**config.mk**
```make
export PLATFORM = sky130hd
export DESIGN_NAME = scope_pretrigger_count_calc_core
export DESIGN_NICKNAME = d
export VERILOG_FILES = /design/src/sv/spcc_pkg.sv /design/src/sv/spcc_front.sv /design/src/sv/spcc_div.sv /design/src/sv/spcc_back.sv /design/src/sv/scope_pretrigger_count_calc_core.sv
export SDC_FILE = /design/constraint.sdc
export NUM_CORES = 2
export LEC_CHECK = 0
export ABC_CLOCK_PERIOD_IN_PS = 7700
export BUFFER_PORTS_ARGS = -buffer_cell sky130_fd_sc_hd__buf_2
export CAP_MARGIN = 20
export CORE_AREA = 2 2 314 223
export CTS_BUF_LIST = sky130_fd_sc_hd__clkbuf_2 sky130_fd_sc_hd__clkbuf_4 sky130_fd_sc_hd__clkbuf_8
export CTS_CLUSTER_SIZE = 24
export DETAILED_ROUTE_END_ITERATION = 7
export DIE_AREA = 0 0 316 225
export PLACE_DENSITY = 0.86
export REMOVE_ABC_BUFFERS = 1
export SYNTH_ARGS = -nofsm -noshare
export SYNTH_HDL_FRONTEND = slang
export SYNTH_SLANG_ARGS = --single-unit
```
**constraint.sdc**
```tcl
create_clock -name clk -period 7.7 [get_ports clk]
set_input_delay 0 -clock clk [delete_from_list [all_inputs] [get_ports clk]]
set_output_delay 0 -clock clk [all_outputs]
set_load 0.02 [all_outputs]
```
**src/sv/spcc_pkg.sv**
```systemverilog
`timescale 1ns / 1ps
// ----------------------------------------------------------------------------
// spcc_pkg
// Shared types, widths and constant tables for the pre-trigger count
// calculator.
// ----------------------------------------------------------------------------
package spcc_pkg;

  localparam int RANDOMIZE_MAX_BASE = 5;
  localparam int TB_MAX     = 30;
  localparam int PSEL_MAX   = 6;

  localparam int TB_W       = 5;
  localparam int TRIG_W     = 2;
  localparam int PSEL_W     = 3;
  localparam int CFG_IDX_W  = 3;
  localparam int CFG_DATA_W = 5;

  localparam int TS_W       = 15;
  localparam int SHIFT_W    = 17;
  localparam int PTS_W      = 15;
  localparam int ADD_W      = 5;
  localparam int DIDX_W     = 3;
  localparam int STEP_W     = 7;
  localparam int RECIP_W    = 24;
  localparam int RECIP_SH   = 24;
  localparam int MAG_W      = 15;
  localparam int PROD_W     = MAG_W + RECIP_W;
  localparam int QD_W       = MAG_W + STEP_W;
  localparam int Q_W        = 16;
  localparam int R_W        = 8;
  localparam int WORD_W     = 16;
  localparam int RD_W       = 16;
  localparam int SUM_W      = 20;

  // register stages inside spcc_div
  localparam int DIV_STAGES = 3;

  // divisor row used in real-time mode (step 2 gives shift / 2 and points / 2)
  localparam logic [DIDX_W-1:0] DIDX_REALTIME = DIDX_W'(5);

  typedef enum logic [TRIG_W-1:0] {
    TRIG_LEFT   = 2'd0,
    TRIG_CENTER = 2'd1,
    TRIG_RIGHT  = 2'd2
  } trig_pos_t;

  typedef enum logic [CFG_IDX_W-1:0] {
    CFG_TIME_BASE  = 3'd0,
    CFG_TRIG_POS   = 3'd1,
    CFG_POINTS_SEL = 3'd2,
    CFG_PEAK_DET   = 3'd3
  } cfg_idx_t;

  localparam logic [PTS_W-1:0] POINTS_TAB [0:6] = '{
    15'd281, 15'd512, 15'd1024, 15'd2048, 15'd4096, 15'd8192, 15'd16384
  };

  localparam logic [STEP_W-1:0] STEP_TAB [0:5] = '{
    7'd100, 7'd50, 7'd20, 7'd10, 7'd5, 7'd2
  };

  // floor(2^24 / step)
  localparam logic [RECIP_W-1:0] RECIP_TAB [0:5] = '{
    24'd167772, 24'd335544, 24'd838860, 24'd1677721, 24'd3355443, 24'd8388608
  };

  // record points divided by each step, truncated
  localparam logic [PTS_W-1:0] PTS_DIV_TAB [0:5][0:6] = '{
    '{15'd2,   15'd5,   15'd10,  15'd20,   15'd40,   15'd81,   15'd163},
    '{15'd5,   15'd10,  15'd20,  15'd40,   15'd81,   15'd163,  15'd327},
    '{15'd14,  15'd25,  15'd51,  15'd102,  15'd204,  15'd409,  15'd819},
    '{15'd28,  15'd51,  15'd102, 15'd204,  15'd409,  15'd819,  15'd1638},
    '{15'd56,  15'd102, 15'd204, 15'd409,  15'd819,  15'd1638, 15'd3276},
    '{15'd140, 15'd256, 15'd512, 15'd1024, 15'd2048, 15'd4096, 15'd8192}
  };

  localparam logic [ADD_W-1:0] PRE_ADD_TAB [0:7] = '{
    5'd10, 5'd10, 5'd10, 5'd10, 5'd10, 5'd10, 5'd5, 5'd3
  };

  localparam logic [ADD_W-1:0] POST_ADD_TAB [0:7] = '{
    5'd10, 5'd10, 5'd20, 5'd10, 5'd10, 5'd10, 5'd5, 5'd3
  };

  // per-item data that rides alongside the divider stages
  typedef struct packed {
    logic [PTS_W-1:0]       pts_q;
    logic [ADD_W-1:0]       pre_add;
    logic [ADD_W-1:0]       post_add;
    logic                   equiv;
    logic                   peak;
    logic signed [RD_W-1:0] rd;
  } side_t;

endpackage

```
**src/sv/spcc_front.sv**
```systemverilog
`timescale 1ns / 1ps
// ----------------------------------------------------------------------------
// spcc_front
// Configuration registers and first pipeline stage: table lookups, launch
// shift and divisor selection.
// ----------------------------------------------------------------------------
module spcc_front (
  input  logic                                  clk,
  input  logic                                  rst,
  input  logic                                  cfg_we,
  input  logic [spcc_pkg::CFG_IDX_W-1:0]        cfg_index,
  input  logic [spcc_pkg::CFG_DATA_W-1:0]       cfg_data,
  input  logic                                  in_valid,
  input  logic signed [spcc_pkg::TS_W-1:0]      time_shift,
  output logic                                  s1_valid,
  output logic signed [spcc_pkg::SHIFT_W-1:0]   s1_shift,
  output logic signed [spcc_pkg::TS_W-1:0]      s1_tshift,
  output logic [spcc_pkg::DIDX_W-1:0]           s1_didx,
  output spcc_pkg::side_t                       s1_side
);

  logic [spcc_pkg::TB_W-1:0]   time_base;
  logic [spcc_pkg::TRIG_W-1:0] trigger_position;
  logic [spcc_pkg::PSEL_W-1:0] points_select;
  logic                        peak_detect;

  logic [spcc_pkg::TB_W-1:0]            base;
  logic [spcc_pkg::PSEL_W-1:0]          psel;
  logic [spcc_pkg::PTS_W-1:0]           points;
  logic [spcc_pkg::PTS_W-1:0]           ofs;
  logic signed [spcc_pkg::SHIFT_W-1:0]  shift_next;
  logic                                 equiv;
  logic [spcc_pkg::DIDX_W-1:0]          didx_next;
  spcc_pkg::side_t                      side_next;

  always_ff @(posedge clk) begin
    if (rst) begin
      time_base        <= '0;
      trigger_position <= '0;
      points_select    <= '0;
      peak_detect      <= 1'b0;
    end else if (cfg_we) begin
      case (cfg_index)
        spcc_pkg::CFG_TIME_BASE:  time_base        <= cfg_data[spcc_pkg::TB_W-1:0];
        spcc_pkg::CFG_TRIG_POS:   trigger_position <= cfg_data[spcc_pkg::TRIG_W-1:0];
        spcc_pkg::CFG_POINTS_SEL: points_select    <= cfg_data[spcc_pkg::PSEL_W-1:0];
        spcc_pkg::CFG_PEAK_DET:   peak_detect      <= cfg_data[0];
        default: ;
      endcase
    end
  end

  always_comb begin
    base = (time_base > spcc_pkg::TB_W'(spcc_pkg::TB_MAX))
         ? spcc_pkg::TB_W'(spcc_pkg::TB_MAX) : time_base;
    psel = (points_select > spcc_pkg::PSEL_W'(spcc_pkg::PSEL_MAX))
         ? spcc_pkg::PSEL_W'(spcc_pkg::PSEL_MAX) : points_select;
    points = spcc_pkg::POINTS_TAB[psel];

    // minus the minimum shift; code 3 falls back to left
    case (trigger_position)
      spcc_pkg::TRIG_CENTER: ofs = spcc_pkg::PTS_DIV_TAB[spcc_pkg::DIDX_REALTIME][psel];
      spcc_pkg::TRIG_RIGHT:  ofs = '0;
      default:               ofs = points;
    endcase

    shift_next = spcc_pkg::SHIFT_W'(time_shift) + $signed({2'b00, ofs});
    equiv      = (base <= spcc_pkg::TB_W'(spcc_pkg::RANDOMIZE_MAX_BASE));
    didx_next  = equiv ? base[spcc_pkg::DIDX_W-1:0] : spcc_pkg::DIDX_REALTIME;

    side_next.pts_q    = spcc_pkg::PTS_DIV_TAB[didx_next][psel];
    side_next.pre_add  = (base < spcc_pkg::TB_W'(8))
                       ? spcc_pkg::PRE_ADD_TAB[base[2:0]] : spcc_pkg::ADD_W'(1);
    side_next.post_add = (base < spcc_pkg::TB_W'(8))
                       ? spcc_pkg::POST_ADD_TAB[base[2:0]] : spcc_pkg::ADD_W'(1);
    side_next.equiv    = equiv;
    side_next.peak     = peak_detect;
    side_next.rd       = shift_next[spcc_pkg::SHIFT_W-1]
                       ? shift_next[spcc_pkg::RD_W-1:0] : '0;
  end

  always_ff @(posedge clk) begin
    if (rst) begin
      s1_valid <= 1'b0;
    end else begin
      s1_valid <= in_valid;
    end
  end

  always_ff @(posedge clk) begin
    s1_shift  <= shift_next;
    s1_tshift <= time_shift;
    s1_didx   <= didx_next;
    s1_side   <= side_next;
  end

endmodule

```
**src/sv/spcc_div.sv**
```systemverilog
`timescale 1ns / 1ps
// ----------------------------------------------------------------------------
// spcc_div
// Three-stage truncating divider by one of the stretch steps: reciprocal
// multiply, back multiply, single correction, then sign restore.
// ----------------------------------------------------------------------------
module spcc_div (
  input  logic                                clk,
  input  logic signed [spcc_pkg::SHIFT_W-1:0] dividend,
  input  logic [spcc_pkg::DIDX_W-1:0]         didx,
  output logic signed [spcc_pkg::Q_W-1:0]     quo,
  output logic signed [spcc_pkg::R_W-1:0]     rem
);

  logic [spcc_pkg::SHIFT_W-1:0] abs_full;
  logic [spcc_pkg::MAG_W-1:0]   mag_in;

  logic                         neg_b;
  logic [spcc_pkg::MAG_W-1:0]   mag_b;
  logic [spcc_pkg::STEP_W-1:0]  d_b;
  logic [spcc_pkg::PROD_W-1:0]  prod_b;

  logic [spcc_pkg::MAG_W-1:0]   q0;
  logic                         neg_c;
  logic [spcc_pkg::MAG_W-1:0]   mag_c;
  logic [spcc_pkg::STEP_W-1:0]  d_c;
  logic [spcc_pkg::MAG_W-1:0]   q0_c;
  logic [spcc_pkg::QD_W-1:0]    qd_c;

  logic [spcc_pkg::Q_W-1:0]     rem_raw;
  logic                         fix;
  logic [spcc_pkg::MAG_W-1:0]   q_fix;
  logic [spcc_pkg::Q_W-1:0]     r_fix;
  logic signed [spcc_pkg::Q_W-1:0] q_s;
  logic signed [spcc_pkg::R_W-1:0] r_s;

  always_comb begin
    abs_full = dividend[spcc_pkg::SHIFT_W-1] ? -dividend : dividend;
    mag_in   = abs_full[spcc_pkg::MAG_W-1:0];
  end

  always_ff @(posedge clk) begin
    neg_b  <= dividend[spcc_pkg::SHIFT_W-1];
    mag_b  <= mag_in;
    d_b    <= spcc_pkg::STEP_TAB[didx];
    prod_b <= spcc_pkg::PROD_W'(mag_in) * spcc_pkg::PROD_W'(spcc_pkg::RECIP_TAB[didx]);
  end

  // estimate is exact or one low
  assign q0 = prod_b[spcc_pkg::RECIP_SH +: spcc_pkg::MAG_W];

  always_ff @(posedge clk) begin
    neg_c <= neg_b;
    mag_c <= mag_b;
    d_c   <= d_b;
    q0_c  <= q0;
    qd_c  <= spcc_pkg::QD_W'(q0) * spcc_pkg::QD_W'(d_b);
  end

  always_comb begin
    rem_raw = spcc_pkg::Q_W'(mag_c) - qd_c[spcc_pkg::Q_W-1:0];
    fix     = (rem_raw >= spcc_pkg::Q_W'(d_c));
    q_fix   = q0_c + spcc_pkg::MAG_W'(fix);
    r_fix   = fix ? (rem_raw - spcc_pkg::Q_W'(d_c)) : rem_raw;
    q_s     = $signed({1'b0, q_fix});
    r_s     = $signed(r_fix[spcc_pkg::R_W-1:0]);
  end

  always_ff @(posedge clk) begin
    quo <= neg_c ? -q_s : q_s;
    rem <= neg_c ? -r_s : r_s;
  end

endmodule

```
**src/sv/spcc_back.sv**
```systemverilog
`timescale 1ns / 1ps
// ----------------------------------------------------------------------------
// spcc_back
// Final stage: pre/post counts, table deltas, peak-detect doubling,
// counter word inversion and the output register.
// ----------------------------------------------------------------------------
module spcc_back (
  input  logic                               clk,
  input  logic                               rst,
  input  logic                               in_valid,
  input  spcc_pkg::side_t                    side,
  input  logic signed [spcc_pkg::Q_W-1:0]    quo,
  input  logic signed [spcc_pkg::R_W-1:0]    rem,
  output logic                               done,
  output logic [spcc_pkg::WORD_W-1:0]        pre_word,
  output logic [spcc_pkg::WORD_W-1:0]        post_word,
  output logic signed [spcc_pkg::RD_W-1:0]   read_delta,
  output logic signed [spcc_pkg::R_W-1:0]    first_offset,
  output logic                               equivalent_mode
);

  logic signed [spcc_pkg::SUM_W-1:0] q_ext;
  logic signed [spcc_pkg::SUM_W-1:0] pts_ext;
  logic signed [spcc_pkg::SUM_W-1:0] pre;
  logic signed [spcc_pkg::SUM_W-1:0] post;
  logic signed [spcc_pkg::SUM_W-1:0] pre_sum;
  logic signed [spcc_pkg::SUM_W-1:0] post_sum;
  logic signed [spcc_pkg::SUM_W-1:0] pre_fin;
  logic signed [spcc_pkg::SUM_W-1:0] post_fin;

  always_comb begin
    q_ext   = spcc_pkg::SUM_W'(quo);
    pts_ext = $signed({{(spcc_pkg::SUM_W-spcc_pkg::PTS_W){1'b0}}, side.pts_q});
    pre     = pts_ext - q_ext;
    post    = q_ext;
    if (!side.equiv) begin
      // real time: counts never go negative
      if (pre < 0) pre = '0;
      if (q_ext < 0) post = '0;
    end
    pre_sum  = pre + $signed({{(spcc_pkg::SUM_W-spcc_pkg::ADD_W){1'b0}}, side.pre_add});
    post_sum = post + $signed({{(spcc_pkg::SUM_W-spcc_pkg::ADD_W){1'b0}}, side.post_add});
    pre_fin  = side.peak ? (pre_sum <<< 1) : pre_sum;
    post_fin = side.peak ? (post_sum <<< 1) : post_sum;
  end

  always_ff @(posedge clk) begin
    if (rst) begin
      done <= 1'b0;
    end else begin
      done <= in_valid;
    end
  end

  always_ff @(posedge clk) begin
    pre_word        <= ~pre_fin[spcc_pkg::WORD_W-1:0];
    post_word       <= ~post_fin[spcc_pkg::WORD_W-1:0];
    read_delta      <= side.rd;
    first_offset    <= side.equiv ? -rem : '0;
    equivalent_mode <= side.equiv;
  end

endmodule

```
**src/sv/scope_pretrigger_count_calc_core.sv**
```systemverilog
`timescale 1ns / 1ps
// ----------------------------------------------------------------------------
// scope_pretrigger_count_calc_core
// Acquisition launch calculator: time shift in, counter words, read delta
// and first-index offset out.
// ----------------------------------------------------------------------------
// Usage:
//   Configuration: write time_base, trigger_position, points_select and
//   peak_detect over cfg_valid/cfg_ready with cfg_index/cfg_data while no
//   item is in flight. Unknown indexes are ignored.
//   Command: a transaction is taken at a clock edge with start high and
//   busy low. busy is high only while reset is applied and up to the first
//   clock edge with reset low, so a new time_shift may be issued every cycle.
//   Result: done pulses for one cycle with all result ports valid, once the
//   command has passed the front stage, three divider stages and the output
//   register. One result per command, in order; throughput is one per clock.
//   The result ports are not held, so the receiver must take each result in
//   its done cycle.
//   Reset (rst, synchronous): configuration returns to zero and all items
//   in flight are dropped; done stays low until new commands arrive.
// ----------------------------------------------------------------------------
module scope_pretrigger_count_calc_core (
  input  logic                                  clk,
  input  logic                                  rst,
  input  logic                                  cfg_valid,
  output logic                                  cfg_ready,
  input  logic [spcc_pkg::CFG_IDX_W-1:0]        cfg_index,
  input  logic [spcc_pkg::CFG_DATA_W-1:0]       cfg_data,
  input  logic                                  start,
  output logic                                  busy,
  input  logic signed [spcc_pkg::TS_W-1:0]      time_shift,
  output logic                                  done,
  output logic [spcc_pkg::WORD_W-1:0]           pre_word,
  output logic [spcc_pkg::WORD_W-1:0]           post_word,
  output logic signed [spcc_pkg::RD_W-1:0]      read_delta,
  output logic signed [spcc_pkg::R_W-1:0]       first_offset,
  output logic                                  equivalent_mode
);

  logic                                  s1_valid;
  logic signed [spcc_pkg::SHIFT_W-1:0]   s1_shift;
  logic signed [spcc_pkg::TS_W-1:0]      s1_tshift;
  logic [spcc_pkg::DIDX_W-1:0]           s1_didx;
  spcc_pkg::side_t                       s1_side;

  logic [spcc_pkg::DIV_STAGES-1:0]       vpipe;
  spcc_pkg::side_t                       spipe [spcc_pkg::DIV_STAGES];

  logic signed [spcc_pkg::Q_W-1:0]       shift_quo;
  logic signed [spcc_pkg::R_W-1:0]       ts_rem;

  always_ff @(posedge clk) begin
    if (rst) begin
      busy <= 1'b1;
    end else begin
      busy <= 1'b0;
    end
  end

  assign cfg_ready = ~busy;

  spcc_front u_front (
    .clk        (clk),
    .rst        (rst),
    .cfg_we     (cfg_valid & cfg_ready),
    .cfg_index  (cfg_index),
    .cfg_data   (cfg_data),
    .in_valid   (start & ~busy),
    .time_shift (time_shift),
    .s1_valid   (s1_valid),
    .s1_shift   (s1_shift),
    .s1_tshift  (s1_tshift),
    .s1_didx    (s1_didx),
    .s1_side    (s1_side)
  );

  // launch shift over step (or over two in real time)
  spcc_div u_div_shift (
    .clk      (clk),
    .dividend (s1_shift),
    .didx     (s1_didx),
    .quo      (shift_quo),
    .rem      ()
  );

  // time shift remainder for the first-index offset
  spcc_div u_div_ts (
    .clk      (clk),
    .dividend (spcc_pkg::SHIFT_W'(s1_tshift)),
    .didx     (s1_didx),
    .quo      (),
    .rem      (ts_rem)
  );

  always_ff @(posedge clk) begin
    if (rst) begin
      vpipe <= '0;
    end else begin
      vpipe <= {vpipe[spcc_pkg::DIV_STAGES-2:0], s1_valid};
    end
  end

  always_ff @(posedge clk) begin
    spipe[0] <= s1_side;
    for (int i = 1; i < spcc_pkg::DIV_STAGES; i++) begin
      spipe[i] <= spipe[i-1];
    end
  end

  spcc_back u_back (
    .clk             (clk),
    .rst             (rst),
    .in_valid        (vpipe[spcc_pkg::DIV_STAGES-1]),
    .side            (spipe[spcc_pkg::DIV_STAGES-1]),
    .quo             (shift_quo),
    .rem             (ts_rem),
    .done            (done),
    .pre_word        (pre_word),
    .post_word       (post_word),
    .read_delta      (read_delta),
    .first_offset    (first_offset),
    .equivalent_mode (equivalent_mode)
  );

endmodule

```
==> out/metrics.yaml <==
status: "finished, final reports clean"
grt_pass1_vias: 32300
synthFlopType: "dfxtp_1"
worstMarginPinSlew_ns: 1.09
synth_seq_area_share_pct: 22.1
core_mm2: 0.0678
wirelength_um: 117000
ys_seq_elements: 447
syn_avg_cell_area_um2: 9.54
wl_met3_um: 15400
num-fill-cells: 4890
boundaryPins: 87
die_area_mm2: 0.0711
setup_violations: 0
wl_met2_um: 49900
fmax_ghz: 0.130
cap_violations: 0
synthArstFlopShare_pct: 0
route.layer.met1.wl_um: 47000
place_congestion: 1.03
finalNetCount: 5597
grt_antenna_before_repair: 6
finalHoldViolations: 0
synthToLayoutAreaGrowth_pct: 13.9
viasPerCell: 5.66
finalClockSkew_ns: 0.0597
critPathArrivalTime_ns: 8.23
rows: 80
topRoutingLayerUsed: "met5"
dp.cells: 5319
cts.clk_slew.worst_paths_ns: 0.07
clkSinkCount: 447
clockBufferDepth: 3
die_h_um: 225
yosysWarnings: 0
synthDistinctLibCells: 81
overflow: 0
dp_hpwl_um: 91500
ant_nets: 0
fin_cells: 5514
drc: 0
critical_path_required_ns: 8.26
startpoint_type: "flip-flop"
routed-via-count: 31200
clock_latency_ns: 0.68
grt_usage_pct: 33.5
crit_path_max_incr_delay_ns: 0.60
htree_levels: 3
syn_area_mm2: 0.0404
rsz0062_at_grt: "true"
cp-end-kind: "flip-flop"
period_needed_ns: 7.67
cts_buffers: 70
root_buffer: "clkbuf_8"
cts_tree: "built"
dr.pass1.iters: 5
grt_pass1_wl_um: 181000
die_width_um: 316
cp_slowest_cell: "fa_1"
io_buffers: 86
start_util_pct: 59.7
wire_per_inst_um: 21.3
drtIter0Drc: 3357
drive_gt1_share_pct: 13.1
layout_setup_ws_ns: 0.0277
grt_max_degree: 53
drv_slew: 0
hp-class: "primary input to flip-flop"
tns_ns: 0
cp_max_fo: 7
place_ws_ns: -0.291
fin_crit_sh_pct: 99.6
slew_headroom_pct: 27.2
critical_path.most_common_cell: "fa_1"
syn_inst: 4238
synth_edf_count: 0
worstSetupPathType: "flip-flop to flip-flop"
## cell type report
cell class	count	area (µm²)	area share, %
Inverter	834	3140	6.81
Sequential cell	447	8950	19.4
Clock buffer	105	1310	2.85
Antenna cell	2	5.00	0.0109
Timing Repair Buffer	369	2800	6.07
Clock inverter	18	223	0.483
Multi-Input combinational cell	2837	28500	61.9
Tap cell	902	1130	2.45
## cells by family after synthesis
kind of cell | Yosys count | share of synthesized area (%)
AOI/OAI and AO/OA | 394 | 6.38
xor gates and xnor gates | 209 | 4.58
adders and majority gates | 1011 | 43.2
buffers and inverters | 954 | 8.90
DFF | 447 | 22.1
muxes | 49 | 1.32
and+or+nand+nor | 1174 | 13.5
## per-stage QoR
| step | util [%] | cell area (µm²) | hold slack [ns] |
|---|---|---|---|
| 6_report | 68.0 | 46100 | 0.0500 |
| 5_1_grt | 68.0 | 46100 | 0.0279 |
| 4_1_cts | 67.1 | 45500 | 0.00365 |
| 3_5_place_dp | 63.8 | 43200 | 0.129 |
| 3_3_place_gp | 63.8 | 43200 | 0.125 |
| 2_1_floorplan | - | 40000 | 0.0277 |
## what timing repair did
item | in CTS | in global routing
endpoints found under the setup margin | 20 | 26
gates resized for setup | 44 | 116
hold buffers | 43 | 0
setup buffers | 13 | 16
hold endpoints to repair | 64 | 0
pin swaps | 29 | 71
## worst max-delay path: cells and delay by family, from the launching register on
kind | cells | cell delay, ns
AND/OR/NAND/NOR | 6 | 1.26
AO/OA/AOI/OAI | 10 | 1.65
flip-flops | 1 | 0.34
adder cells (fa/ha/maj) | 7 | 3.22
buffers and inverters | 6 | 0.71
XOR/XNOR | 3 | 0.41
## metal layers
metal | global-route usage (%) | vias to the layer above
met3 | 11.1 | 383
met1 | 46.3 | 15200
met5 | 0 | -
met2 | 49.0 | 1859
li1 | - | 13700
met4 | 12.5 | 6
## cells in the final DEF, fill, tap and decap left out, drive strengths merged, types with 6 or more instances in the layout
cell / instances
inv: 827
fa: 640
dfxtp: 447
nand2: 442
ha: 371
buf: 326
nor2: 283
xnor2: 140
and2: 135
a21oi: 114
clkbuf: 105
o21ai: 80
xor2: 69
nor3: 59
or3: 52
nor2b: 51
nand2b: 49
a21o: 46
dlygate4sd3: 43
mux2i: 41
nand3: 36
o21bai: 28
o21a: 25
clkinv: 19
a31oi: 16
nand4: 13
or2: 13
and3: 12
o31ai: 12
nor4: 9
a211oi: 7
a21boi: 7
a211o: 6
o211ai: 6
o22ai: 6
o41ai: 6
## synthesized netlist by cell type (4+ instances only)
| cell type | n | area, µm² |
|---|---|---|
| inv_1 | 820 | 3080 |
| fa_1 | 640 | 12800 |
| dfxtp_1 | 447 | 8950 |
| nand2_1 | 442 | 1660 |
| ha_1 | 371 | 4640 |
| nor2_1 | 282 | 1060 |
| xnor2_1 | 138 | 1210 |
| and2_1 | 135 | 845 |
| a21oi_1 | 114 | 571 |
| clkbuf_1 | 111 | 417 |
| o21ai_0 | 73 | 365 |
| xor2_1 | 68 | 596 |
| nor3_1 | 59 | 295 |
| or3_1 | 52 | 325 |
| nor2b_1 | 51 | 319 |
| nand2b_1 | 49 | 307 |
| a21o_1 | 46 | 345 |
| mux2i_1 | 41 | 410 |
| nand3_1 | 36 | 180 |
| o21bai_1 | 26 | 195 |
| o21a_1 | 25 | 188 |
| a31oi_1 | 15 | 93.8 |
| clkinv_1 | 14 | 52.6 |
| nand4_1 | 13 | 81.3 |
| and3_1 | 12 | 75.1 |
| o31ai_1 | 12 | 90.1 |
| or2_2 | 12 | 75.1 |
| nor4_1 | 8 | 50.1 |
| a211oi_1 | 7 | 52.6 |
| a211o_1 | 6 | 52.6 |
| o211ai_1 | 6 | 45.0 |
| o22ai_1 | 6 | 37.5 |
| a21boi_0 | 5 | 37.5 |
| mux2_2 | 5 | 56.3 |
| o21ai_1 | 5 | 25.0 |
| o31a_1 | 5 | 43.8 |
| o41ai_1 | 5 | 43.8 |
| a2111oi_0 | 4 | 35.0 |
| a31o_2 | 4 | 35.0 |
| nor3b_1 | 4 | 30.0 |
| or4_1 | 4 | 30.0 |
## final timing paths
check                           start                     end  slack (ns)  cells after the start
setup / recovery  u_front.s1_shift[2]  u_div_shift.prod_b[37]        0.03                     32
hold reg to reg          spipe[0][33]            spipe[0][76]        0.30                      0
setup reg to reg  u_front.s1_shift[2]  u_div_shift.prod_b[37]        0.03                     32
hold / removal         time_shift[12]   u_front.s1_tshift[12]        0.05                      2
## registers in the layout (all words and copies together), names as in the netlist, 5 cells and up
| register | cells |
|---|---|
| spipe | 120 |
| u_back.first_offset | 8 |
| u_back.post_word | 16 |
| u_back.pre_word | 16 |
| u_back.read_delta | 16 |
| u_div_shift.d_b | 7 |
| u_div_shift.d_c | 7 |
| u_div_shift.mag_b | 15 |
| u_div_shift.mag_c | 15 |
| u_div_shift.prod_b | 15 |
| u_div_shift.q0_c | 15 |
| u_div_shift.qd_c | 16 |
| u_div_shift.quo | 16 |
| u_div_ts.mag_b | 15 |
| u_div_ts.mag_c | 15 |
| u_div_ts.prod_b | 15 |
| u_div_ts.qd_c | 16 |
| u_div_ts.rem | 8 |
| u_front.s1_shift | 16 |
| u_front.s1_side | 40 |
| u_front.s1_tshift | 15 |
| u_front.time_base | 5 |
Power is not shown: default switching activity piles up to over one toggle a cycle in this logic, so the estimate is an artifact.
